`config.mk`:
```
export PLATFORM = sky130hd
export DESIGN_NAME = maidenhead_locator_decoder
export DESIGN_NICKNAME = d
export VERILOG_FILES = /design/src/rtl/core/mld_pkg.sv /design/src/rtl/core/maidenhead_locator_decoder.sv /design/src/rtl/core/mld_front.sv /design/src/rtl/core/mld_queue.sv /design/src/rtl/core/mld_back.sv
export SDC_FILE = /design/constraint.sdc
export NUM_CORES = 1
export LEC_CHECK = 0
export ABC_CLOCK_PERIOD_IN_PS = 7100
export BUFFER_PORTS_ARGS = -buffer_cell sky130_fd_sc_hd__buf_4
export CORE_UTILIZATION = 30
export DETAILED_ROUTE_END_ITERATION = 12
export SLEW_MARGIN = 30
export SYNTH_ARGS = -nofsm -noshare
export SYNTH_HDL_FRONTEND = slang
export SYNTH_SLANG_ARGS = --single-unit
```
`constraint.sdc`:
```
create_clock -name clk -period 7.1 [get_ports clk]
set_input_delay 0.355 -clock clk [delete_from_list [all_inputs] [get_ports clk]]
set_output_delay 0.355 -clock clk [all_outputs]
set_load 0.05 [all_outputs]
```
`src/rtl/core/mld_pkg.sv`:
```
// Shared types and constants for the locator decoder.
// Holds the classified character record and the per-position cell tables.
// No dependencies.
`default_nettype none

package mld_pkg;

  // Character position pairs: field, square, subsquare, extended square.
  localparam logic [1:0] STAGE_FIELD  = 2'd0;
  localparam logic [1:0] STAGE_SQUARE = 2'd1;
  localparam logic [1:0] STAGE_SUBSQ  = 2'd2;
  localparam logic [1:0] STAGE_EXTSQ  = 2'd3;

  // Position count: eight checked characters, then saturation at nine.
  localparam logic [3:0] POS_CHECKED = 4'd8;
  localparam logic [3:0] POS_SAT     = 4'd9;

  // Cell sizes per stage in 1/480 degree units.
  localparam logic [17:0] LON_UNIT [4] = '{18'd9600, 18'd960, 18'd40, 18'd4};
  localparam logic [16:0] LAT_UNIT [4] = '{17'd4800, 17'd480, 17'd20, 17'd2};

  // Offset from the accumulated corner to the cell centre, including the
  // shift from the south-west origin, indexed by the number of pairs less one.
  localparam logic signed [17:0] LON_CTR_OFS [4] = '{
    -18'sd81600, -18'sd85920, -18'sd86380, -18'sd86398};
  localparam logic signed [16:0] LAT_CTR_OFS [4] = '{
    -17'sd40800, -17'sd42960, -17'sd43190, -17'sd43199};

  // One character after classification, independent of its position.
  typedef struct packed {
    logic       blank;   // whitespace, not counted
    logic       digit;   // '0'..'9'
    logic       let_r;   // 'A'..'R' after case folding
    logic       let_x;   // 'A'..'X' after case folding
    logic [4:0] val;     // digit or letter value, meaningful when in class
    logic       last;    // ends the string
  } mld_item_t;

endpackage

`default_nettype wire

```
`src/rtl/core/maidenhead_locator_decoder.sv`:
```
// Maidenhead locator decoder.
// Input queue side: present one character on in_char_code with in_last_char
// marking the end of the string; a request is taken at an edge with push high
// and full low. Whitespace is skipped and lower case is folded to upper case.
// Result queue side: while empty is low the oldest result is shown on the
// out_ ports (valid flag, cell centre latitude and longitude in 1/480 degree
// units, number of pairs); it is taken at an edge with pop high.
// One request per cycle is sustained while the result side keeps up. The
// last character of a string is written into the classified character
// queue and, once it reaches the head and the result slot is free, loads
// the result register, whose contents show on the out_ ports and can then
// be popped. The back end works on one character per cycle, which sets the
// rate, unless a character that ends a string waits for the result slot.
// When the receiver stalls the result register holds; further characters of
// the next string keep flowing until a character that ends a string reaches
// the back end. That character waits at the head of the queue until the
// result slot frees; the queue fills behind it and full rises.
// Synchronous reset empties both queues and clears the string state.
// Depends on mld_pkg, mld_front, mld_queue and mld_back.
`default_nettype none

module maidenhead_locator_decoder #(
  parameter int QUEUE_DEPTH = 2
) (
  input  wire logic               clk,
  input  wire logic               rst_n,
  input  wire logic               push,
  output logic                    full,
  input  wire logic [7:0]         in_char_code,
  input  wire logic               in_last_char,
  output logic                    empty,
  input  wire logic               pop,
  output logic                    out_valid_res,
  output logic signed [16:0]      out_latitude,
  output logic signed [17:0]      out_longitude,
  output logic [2:0]              out_precision
);
  import mld_pkg::*;

  mld_item_t front_item;
  mld_item_t q_item;
  logic      q_valid;
  logic      q_take;

  // Classify the character as it arrives.
  mld_front u_front (
    .char_code (in_char_code),
    .last_char (in_last_char),
    .item      (front_item)
  );

  // Decouple classification from the accumulating back end.
  mld_queue #(
    .DEPTH (QUEUE_DEPTH)
  ) u_queue (
    .clk      (clk),
    .rst_n    (rst_n),
    .wr_en    (push),
    .wr_data  (front_item),
    .full     (full),
    .rd_en    (q_take),
    .rd_data  (q_item),
    .rd_valid (q_valid)
  );

  // Position checks, accumulation and result register.
  mld_back u_back (
    .clk        (clk),
    .rst_n      (rst_n),
    .item_valid (q_valid),
    .item       (q_item),
    .item_take  (q_take),
    .res_empty  (empty),
    .res_pop    (pop),
    .res_valid  (out_valid_res),
    .res_lat    (out_latitude),
    .res_lon    (out_longitude),
    .res_prec   (out_precision)
  );

endmodule

`default_nettype wire

```
`src/rtl/core/mld_front.sv`:
```
// Front end of the locator decoder: classifies each incoming character.
// Depends on mld_pkg for the classified record type.
`default_nettype none

module mld_front (
  input  wire logic [7:0]       char_code,
  input  wire logic             last_char,
  output mld_pkg::mld_item_t    item
);
  import mld_pkg::*;

  logic [7:0] up_code;
  logic       is_alpha;

  // Fold lower case to upper case; bytes above 127 fall in no class.
  always_comb begin
    if (char_code >= 8'h61 && char_code <= 8'h7A) begin
      up_code = char_code - 8'd32;
    end else begin
      up_code = char_code;
    end
  end

  assign is_alpha = (up_code >= 8'h41);

  // Class flags and value of the character.
  always_comb begin
    item.blank = (char_code == 8'h20) || (char_code >= 8'h09 && char_code <= 8'h0D);
    item.digit = (up_code >= 8'h30) && (up_code <= 8'h39);
    item.let_r = is_alpha && (up_code <= 8'h52);
    item.let_x = is_alpha && (up_code <= 8'h58);
    item.last  = last_char;
    if (item.digit) begin
      item.val = 5'(up_code - 8'h30);
    end else begin
      item.val = 5'(up_code - 8'h41);
    end
  end

endmodule

`default_nettype wire

```
`src/rtl/core/mld_queue.sv`:
```
// Short queue of classified characters between the front and back ends.
// Depends on mld_pkg for the record type.
`default_nettype none

module mld_queue #(
  parameter int DEPTH = 2
) (
  input  wire logic               clk,
  input  wire logic               rst_n,
  input  wire logic               wr_en,
  input  wire mld_pkg::mld_item_t wr_data,
  output logic                    full,
  input  wire logic               rd_en,
  output mld_pkg::mld_item_t      rd_data,
  output logic                    rd_valid
);
  import mld_pkg::*;

  localparam int PW = (DEPTH > 1) ? $clog2(DEPTH) : 1;
  localparam int CW = $clog2(DEPTH + 1);
  localparam logic [PW-1:0] PTR_LAST = PW'(DEPTH - 1);
  localparam logic [CW-1:0] CNT_FULL = CW'(DEPTH);

  mld_item_t         slot_r [DEPTH];
  logic [PW-1:0]     head_r, head_nxt;
  logic [PW-1:0]     tail_r, tail_nxt;
  logic [CW-1:0]     cnt_r,  cnt_nxt;
  logic              do_wr, do_rd;

  assign full     = (cnt_r == CNT_FULL);
  assign rd_valid = (cnt_r != '0);
  assign rd_data  = slot_r[head_r];
  assign do_wr    = wr_en && !full;
  assign do_rd    = rd_en && rd_valid;

  // Pointer and fill count update.
  always_comb begin
    head_nxt = head_r;
    tail_nxt = tail_r;
    cnt_nxt  = cnt_r;
    if (do_wr) begin
      tail_nxt = (tail_r == PTR_LAST) ? '0 : tail_r + 1'b1;
    end
    if (do_rd) begin
      head_nxt = (head_r == PTR_LAST) ? '0 : head_r + 1'b1;
    end
    if (do_wr && !do_rd) begin
      cnt_nxt = cnt_r + 1'b1;
    end else if (!do_wr && do_rd) begin
      cnt_nxt = cnt_r - 1'b1;
    end
  end

  always_ff @(posedge clk) begin
    if (!rst_n) begin
      head_r <= '0;
      tail_r <= '0;
      cnt_r  <= '0;
    end else begin
      head_r <= head_nxt;
      tail_r <= tail_nxt;
      cnt_r  <= cnt_nxt;
    end
    if (do_wr) begin
      slot_r[tail_r] <= wr_data;
    end
  end

endmodule

`default_nettype wire

```
`src/rtl/core/mld_back.sv`:
```
// Back end of the locator decoder: position checks, corner accumulation
// and the registered result stage. Depends on mld_pkg for tables and types.
`default_nettype none

module mld_back (
  input  wire logic                clk,
  input  wire logic                rst_n,
  input  wire logic                item_valid,
  input  wire mld_pkg::mld_item_t  item,
  output logic                     item_take,
  output logic                     res_empty,
  input  wire logic                res_pop,
  output logic                     res_valid,
  output logic signed [16:0]       res_lat,
  output logic signed [17:0]       res_lon,
  output logic [2:0]               res_prec
);
  import mld_pkg::*;

  logic [3:0]         pos_r, pos_nxt;
  logic [16:0]        lat_acc_r, lat_acc_nxt;
  logic [17:0]        lon_acc_r, lon_acc_nxt;
  logic               bad_r, bad_nxt;
  logic               out_full_r, out_full_nxt;
  logic               out_ok_r, out_ok_nxt;
  logic signed [16:0] out_lat_r, out_lat_nxt;
  logic signed [17:0] out_lon_r, out_lon_nxt;
  logic [2:0]         out_prec_r, out_prec_nxt;

  logic [1:0]         stage;
  logic               class_ok;
  logic               slot_free;
  logic               len_ok;
  logic [1:0]         ctr_idx;
  logic [17:0]        lon_step;
  logic [16:0]        lat_step;

  assign stage     = pos_r[2:1];
  assign slot_free = !out_full_r || res_pop;
  assign item_take = item_valid && (!item.last || slot_free);
  assign lon_step  = 18'(item.val) * LON_UNIT[stage];
  assign lat_step  = 17'(item.val) * LAT_UNIT[stage];

  // Character class required at the current position.
  always_comb begin
    unique case (stage)
      STAGE_FIELD:  class_ok = item.let_r;
      STAGE_SUBSQ:  class_ok = item.let_x;
      STAGE_SQUARE,
      STAGE_EXTSQ:  class_ok = item.digit;
      default:      class_ok = 1'b0;
    endcase
  end

  // Accumulate the corner and track the position for the taken character.
  always_comb begin
    pos_nxt     = pos_r;
    lat_acc_nxt = lat_acc_r;
    lon_acc_nxt = lon_acc_r;
    bad_nxt     = bad_r;
    if (item_take && !item.blank) begin
      if (pos_r < POS_CHECKED) begin
        if (!class_ok) begin
          bad_nxt = 1'b1;
        end else if (!pos_r[0]) begin
          lon_acc_nxt = lon_acc_r + lon_step;
        end else begin
          lat_acc_nxt = lat_acc_r + lat_step;
        end
      end
      if (pos_r < POS_SAT) begin
        pos_nxt = pos_r + 4'd1;
      end
    end
  end

  // Form the result from the updated state when the string ends.
  assign len_ok  = (pos_nxt == 4'd2) || (pos_nxt == 4'd4) ||
                   (pos_nxt == 4'd6) || (pos_nxt == 4'd8);
  assign ctr_idx = pos_nxt[2:1] - 2'd1;

  always_comb begin
    out_full_nxt = out_full_r && !res_pop;
    out_ok_nxt   = out_ok_r;
    out_lat_nxt  = out_lat_r;
    out_lon_nxt  = out_lon_r;
    out_prec_nxt = out_prec_r;
    if (item_take && item.last) begin
      out_full_nxt = 1'b1;
      if (len_ok && !bad_nxt) begin
        out_ok_nxt   = 1'b1;
        out_lat_nxt  = $signed(lat_acc_nxt) + LAT_CTR_OFS[ctr_idx];
        out_lon_nxt  = $signed(lon_acc_nxt) + LON_CTR_OFS[ctr_idx];
        out_prec_nxt = pos_nxt[3:1];
      end else begin
        out_ok_nxt   = 1'b0;
        out_lat_nxt  = '0;
        out_lon_nxt  = '0;
        out_prec_nxt = '0;
      end
    end
  end

  // State and result registers; the string state clears after each result.
  always_ff @(posedge clk) begin
    if (!rst_n) begin
      pos_r      <= '0;
      lat_acc_r  <= '0;
      lon_acc_r  <= '0;
      bad_r      <= 1'b0;
      out_full_r <= 1'b0;
    end else begin
      out_full_r <= out_full_nxt;
      if (item_take && item.last) begin
        pos_r     <= '0;
        lat_acc_r <= '0;
        lon_acc_r <= '0;
        bad_r     <= 1'b0;
      end else begin
        pos_r     <= pos_nxt;
        lat_acc_r <= lat_acc_nxt;
        lon_acc_r <= lon_acc_nxt;
        bad_r     <= bad_nxt;
      end
    end
    out_ok_r   <= out_ok_nxt;
    out_lat_r  <= out_lat_nxt;
    out_lon_r  <= out_lon_nxt;
    out_prec_r <= out_prec_nxt;
  end

  assign res_empty = !out_full_r;
  assign res_valid = out_ok_r;
  assign res_lat   = out_lat_r;
  assign res_lon   = out_lon_r;
  assign res_prec  = out_prec_r;

endmodule

`default_nettype wire

```
# [After elaboration in Yosys (flattened, before gate mapping)]
# Memory sizes are Yosys's and may differ from the RTL's. A register that Yosys moved wholly into a read port is not among the register bits.
# Cells that the tools add are included.
[classes] addsub=13 mul=2 order_cmp=13 eq_ne=9 mux=38 bitwise=3 reduce_logical=33
[ops] cell="two-way mux 18 bit" n=8
[ops] cell="two-way mux 17 bit" n=8
[ops] cell="binary-select mux 18 bit (select 2 bit)" n=2
[ops] cell="binary-select mux 17 bit (select 2 bit)" n=2
[ops] cell="adder 18 bit" n=2
[ops] cell="adder 17 bit" n=2
[ops] cell="<= comparator 8 x 7 -> 1 bit, second input constant" n=3
[ops] cell="multiplier 5 x 18 -> 18 bit" n=1
[ops] cell="multiplier 5 x 17 -> 17 bit" n=1
[ops] cell=">= comparator 8 x 7 -> 1 bit, second input constant" n=2
[ops] cell="logical AND 1 bit" n=14
[ops] cell="two-way mux 1 bit" n=11
[ops] cell="== test 4 x 3 -> 1 bit, second input constant" n=2
[ops] cell="== test 8 x 6 -> 1 bit, second input constant" n=1
[ops] cell=">= comparator 8 x 4 -> 1 bit, second input constant" n=1
[ops] cell=">= comparator 8 x 6 -> 1 bit, second input constant" n=1
[ops] cell="<= comparator 8 x 4 -> 1 bit, second input constant" n=1
[ops] cell="<= comparator 8 x 6 -> 1 bit, second input constant" n=1
[ops] cell="logical NOT 1 bit" n=8
[ops] cell="less-than comparator 4 bit, second input constant" n=2
[ops] cell="two-way mux 4 bit" n=2
[ops] cell="two-way mux 8 bit" n=1
[ops] cell="subtractor 8 x 6 -> 8 bit, second input constant" n=1
[ops] cell="== test 2 bit, second input constant" n=3
[ops] cell="other kinds (19)" n=31
[totals] reg_bits=84 ram_bits=20 inputBits=13 output_inout_bits=41 memories=1
[memory_table] memory="u_queue.slot_r" depth=2 word_bits=10 rd=1 rd_ports_with_merged_regs=1 wr=1 line="mld_queue.sv:24" source="mld_item_t slot_r [DEPTH];"

# [Depth between registers and ports, before layout]
[logic_depth] word_depth=12 ltp_mapped=27 depth_no_buf=26

# [By module]
# Synthesis repeated with hierarchy kept, for this count alone.
[hier_totals] cells_unflattened=910 area_unflattened_um2=8704.6
[modules_own_cells] module="mld_back" instances=1 cells_per_inst=801 area_per_inst_um2=7363.3
[modules_own_cells] module="mld_queue" instances=1 cells_per_inst=57 area_per_inst_um2=948.4
[modules_own_cells] module="mld_front" instances=1 cells_per_inst=52 area_per_inst_um2=392.9

# [Worst setup path before layout]
# Ideal clock, no wire load.
[synth_timing] kind="reg-to-reg" start="register with a tool-made name" end="register u_back.out_lon_r[17] (netlist: u_back.res_lon[17]) (data pin)" t_arrival_ns=5.681 t_required_ns=6.954 path_slack_ns=1.273 path_stages_with_launch=26 n_path_buf=1 cell_sequence="dfxtp_1 -> buf_6 -> mux2i_1 -> nor2_1 -> nand2_1 -> inv_1 -> fa_1 -> fa_1 -> inv_1 -> fa_1 -> inv_1 -> ha_1 -> and2_1 -> o21ai_0 -> a31oi_1 -> xor2_1 -> mux2_2 -> ha_1 -> and3_1 -> nand2_1 -> nor3_1 -> nand3_1 -> a21boi_1 -> nor4_1 -> or4_1 -> a21oi_1"
[synth_lines] element="end signal: assignment" line="mld_back.sv:128" source="out_lon_r <= out_lon_nxt;"
[synth_lines] element="end: declaration" line="mld_back.sv:27" source="logic signed [17:0] out_lon_r, out_lon_nxt;"

==> results by group <==
Outcome
  – Status: completed

Synthesis
  – Asr flop ratio synth: 0%
  – Synth cell types: 77
  – Cells after synthesis: 933
  – Predominant post-synthesis flop cell: edfxtp_1
  – Dominant cell type by area after synthesis: edfxtp_1
  – Seq/Total Area, Yosys: 29.3%
  – Share of the synthesized area in the top cell type: 19.5%
  – Most frequent cell after synthesis: inv_1
  – Netlist Area Pre-Place: 8790 µm²
  – Synth cell count leaders: inv_1 (127), ha_1 (99), nor2_1 (75)
  – Count of state elements after synthesis: 100
  – Ranking of synthesized cells by area: edfxtp_1 (19%), ha_1 (14%), fa_1 (12%)
  – Mean post-synth cell area: 9.42 µm²
  – Yosys warnings: 0
  – Post-synth EDFFs: 57

Job
  – Max_cap viols: 0

Floorplan
  – Die ar.: 30000 µm²
  – CORE AREA: 28800 µm²
  – Die X: 173 µm
  – Die Ht: 173 µm
  – Io pins: 54
  – Row cnt: 62
  – Initial cell density of the core: 30.5%

Placed design
  – HPWL after DPL: 17100 µm
  – I/O Buffers: 52
  – Pre-CTS setup slack: 574 ps
  – Gpl congestion: 0.903
  – Cells after DPL: 1358

Routing
  – Routed WL: 20800 µm
  – Detailed Route Iter0 Violations: 257
  – Drt drc: 0
  – Via count: 6578
  – Post-route antenna net violation count: 0
  – Wire length per cell: 15.1 µm
  – Vias per std cell: 4.79
  – 1st-pass router iterations: 4

Critical path
  – Req. time, crit path: 7320 ps
  – Crit. path cell count: 24
  – CP delay by family, top: adder cells
  – Crit path capture: u_back.res_lon[17]$_SDFFCE_PN0P_
  – Slack of the worst reg-to-reg path: 510 ps
  – CP Buf/Inv Count: 3
  – CP max stage delay: 600 ps
  – CP arrival: 6810 ps
  – Worst reg2reg endpoint: u_back.res_lon[17]$_SDFFCE_PN0P_
  – Critical Path Start Type: flop
  – Worst R2R Path Depth: 24
  – Crit-path cells: mux2i_1, nor2_1, nand2_1, inv_1, fa_1, fa_1, inv_1, fa_1, inv_1, ha_1, and2_1, o21ai_0, a31oi_1, xor2_1, mux2_2, ha_1, and3_1, nand2_1, nor3_1, nand3_1, a21boi_1, nor4_1, or4_1, a21oi_1
  – CP max FO: 6
  – Slowest library cell on the worst path: mux2i_1
  – WS Path Type: reg2reg
  – CP Capture Type: flop

Clock network
  – Clk_lat worst skew: 360 ps
  – Clk buf depth: 2
  – CTS clk-pin slew, worst paths: 80 ps
  – Clk root buf: clkbuf_16
  – H-tree depth: 3
  – Inserted Clock Buffers: 9
  – CTS hold repair buffers: 0
  – CTS tree: done
  – Post-CTS setup buffer count: 0
  – TritonCTS Sinks: 100
  – Post-cts gate resize count: 0

Pwr
  – Combinational Power Share: 70.3%
  – PD cells: 445 nW/µm²
  – Final total power: 4.43 mW
  – Leakage power: 4.52 nW
  – Net Switching: 2.18 mW
  – Proportion of power drawn by flip-flops and latches: 18.4%
  – Internal Pwr Total: 2.25 mW
  – Peak supply drop: 266 µV
  – Sw Ratio: 49.2%
  – Clock share of power: 11.3%

GRT
  – GRT Total Usage: 14.0%
  – First-pass GRT wire length: 33200 µm
  – Vias in the first global route: 6420
  – Largest net degree at the start of global routing: 33
  – Grt ovf: 0
  – Initial antenna violation count: 0

Timing
  – Clock Skews: 9.43 ps
  – Unrepaired setup endpoints after global routing: no
  – Slew margin rel.: 33.1%
  – Tcrit/Tclk final: 92.9%
  – Hold Vio Cnt, Final: 0
  – Final Max Slew Viols: 0
  – Period minus WS final: 6590 ps
  – Min Hold Slack: 172 ps
  – Slew @ Worst Pin: 997 ps
  – Setup TNS: 0 ps
  – Achievable Freq: 152 MHz
  – Final count of negative-setup-slack endpoints: 0
  – Setup ws final: 506 ps

Cells and area
  – Layout cells sized above 1: 11.2%
  – Fin nets: 1151
  – Syn-to-layout area delta: 13.3%
  – Filler cells: 2943
  – Final non-filler cell total: 1374
  – # diodes: 0

Worst hold path
  – Hold depth: 1
  – HP Class: in2reg
power by group through the flow:
stage	Clock (mW)	Sequential, mW	Combinational (mW)
floorplan	0	0.995	2.22
global placement	0	0.830	3.06
detailed placement	0	0.830	3.11
CTS	0.513	0.818	3.13
global route	0.533	0.828	3.46
finish	0.500	0.816	3.11
how the worst min path moves through the flow:
stage	startpoint	endpoint	slack, ps
floorplan	in_last_char	u_queue.slot_r[0][0]$_DFFE_PP_	450
global placement	u_back.lat_acc_r[16]$_SDFF_PP0_	u_back.lat_acc_r[16]$_SDFF_PP0_	510
detailed placement	u_back.lat_acc_r[16]$_SDFF_PP0_	u_back.lat_acc_r[16]$_SDFF_PP0_	520
CTS	in_last_char	u_queue.slot_r[1][0]$_DFFE_PP_	160
global route	in_last_char	u_queue.slot_r[1][0]$_DFFE_PP_	160
finish	in_last_char	u_queue.slot_r[1][0]$_DFFE_PP_	170
registers in the layout (all words and copies together) (netlist names), named ones only:
name,cells
u_back.bad_r,1
u_back.lat_acc_r,16
u_back.lon_acc_r,16
u_back.out_full_r,1
u_back.pos_r,4
u_back.res_lat,17
u_back.res_lon,16
u_back.res_prec,3
u_back.res_valid,1
u_queue.cnt_r,2
u_queue.head_r,1
u_queue.slot_r,20
u_queue.tail_r,1
cell families (layout without fill, tap and decap cells):
family | after synthesis | after routing | share of synthesized area (%)
simple gates | 277 | 277 | 15.9
compound gates | 179 | 179 | 13.8
fa+ha+maj | 153 | 153 | 26.4
buf+inv | 148 | 203 | 6.56
flops | 100 | 100 | 29.3
xor+xnor | 52 | 52 | 5.18
mux | 23 | 23 | 2.95
other cells | 1 | 3 | 0.0427
worst register-to-register path, stage by stage (launching register included):
cell and delay, ps:
dfxtp_1 460, mux2i_1 600, nor2_1 220, nand2_1 210, inv_1 110, fa_1 460
fa_1 490, inv_1 50, fa_1 420, inv_1 70, ha_1 280, and2_1 180
o21ai_0 270, a31oi_1 230, xor2_1 180, mux2_2 290, ha_1 350, and3_1 200
nand2_1 80, nor3_1 220, nand3_1 130, a21boi_1 250, nor4_1 90, or4_1 470
a21oi_1 130
cells in the final DEF (no fill, tap or decap), types with 3 or more instances in the layout:
cell type  netlist  final
inv_1          127    127
ha_1            99     99
nor2_1          75     73
nand2_1         69     69
buf_4            2     59
edfxtp_1        57     57
fa_1            54     54
dfxtp_1         43     43
a21oi_1         41     41
o21ai_0         39     39
nor2b_1         33     33
xnor2_1         33     33
nor3_1          19     19
xor2_1          19     19
a21o_1          19     19
o21a_1          14     14
a31oi_1         13     13
mux2i_1         11     11
nand3_1         11     11
and2_1          11     11
mux2_2          10     10
and3_1          10     10
nand2b_1         9      9
clkbuf_16        0      9
or3_1            8      8
nor4_1           7      7
a211oi_1         6      6
o31ai_1          5      5
o21bai_1         4      4
or4_1            4      4
o2111ai_1        3      3
nand4_1          3      3
a311oi_1         3      3
conb_1           1      3
per-layer routing:
metal	share of wire, %	wire [µm]	up-vias	global-route usage (%)
li1	-	-	3315	-
met1	48	9950	3135	19.0
met2	46	9560	101	22.6
met3	3.8	788	27	2.33
met4	2.3	477	0	4.65
met5	0	0	-	0
area by class of cell:
| type | count | area [µm²] | share of cell area (%) |
|---|---|---|---|
| clock buffers | 9 | 225 | 2.26 |
| clock inverters | 7 | 70.1 | 0.704 |
| inverters | 127 | 477 | 4.79 |
| multi-input cells | 687 | 5660 | 56.9 |
| flip-flops and latches | 100 | 2570 | 25.8 |
| well taps | 384 | 480 | 4.82 |
| repair buffers | 60 | 470 | 4.72 |
through the flow:
stage	cell area (µm²)	utilization, %
3_5_place_dp	9660	33.6
5_1_grt	9960	34.6
4_1_cts	9960	34.6
6_report	9960	34.6
3_3_place_gp	9630	33.5
2_1_floorplan	8800	-
Power figures use the tool's default switching activity.
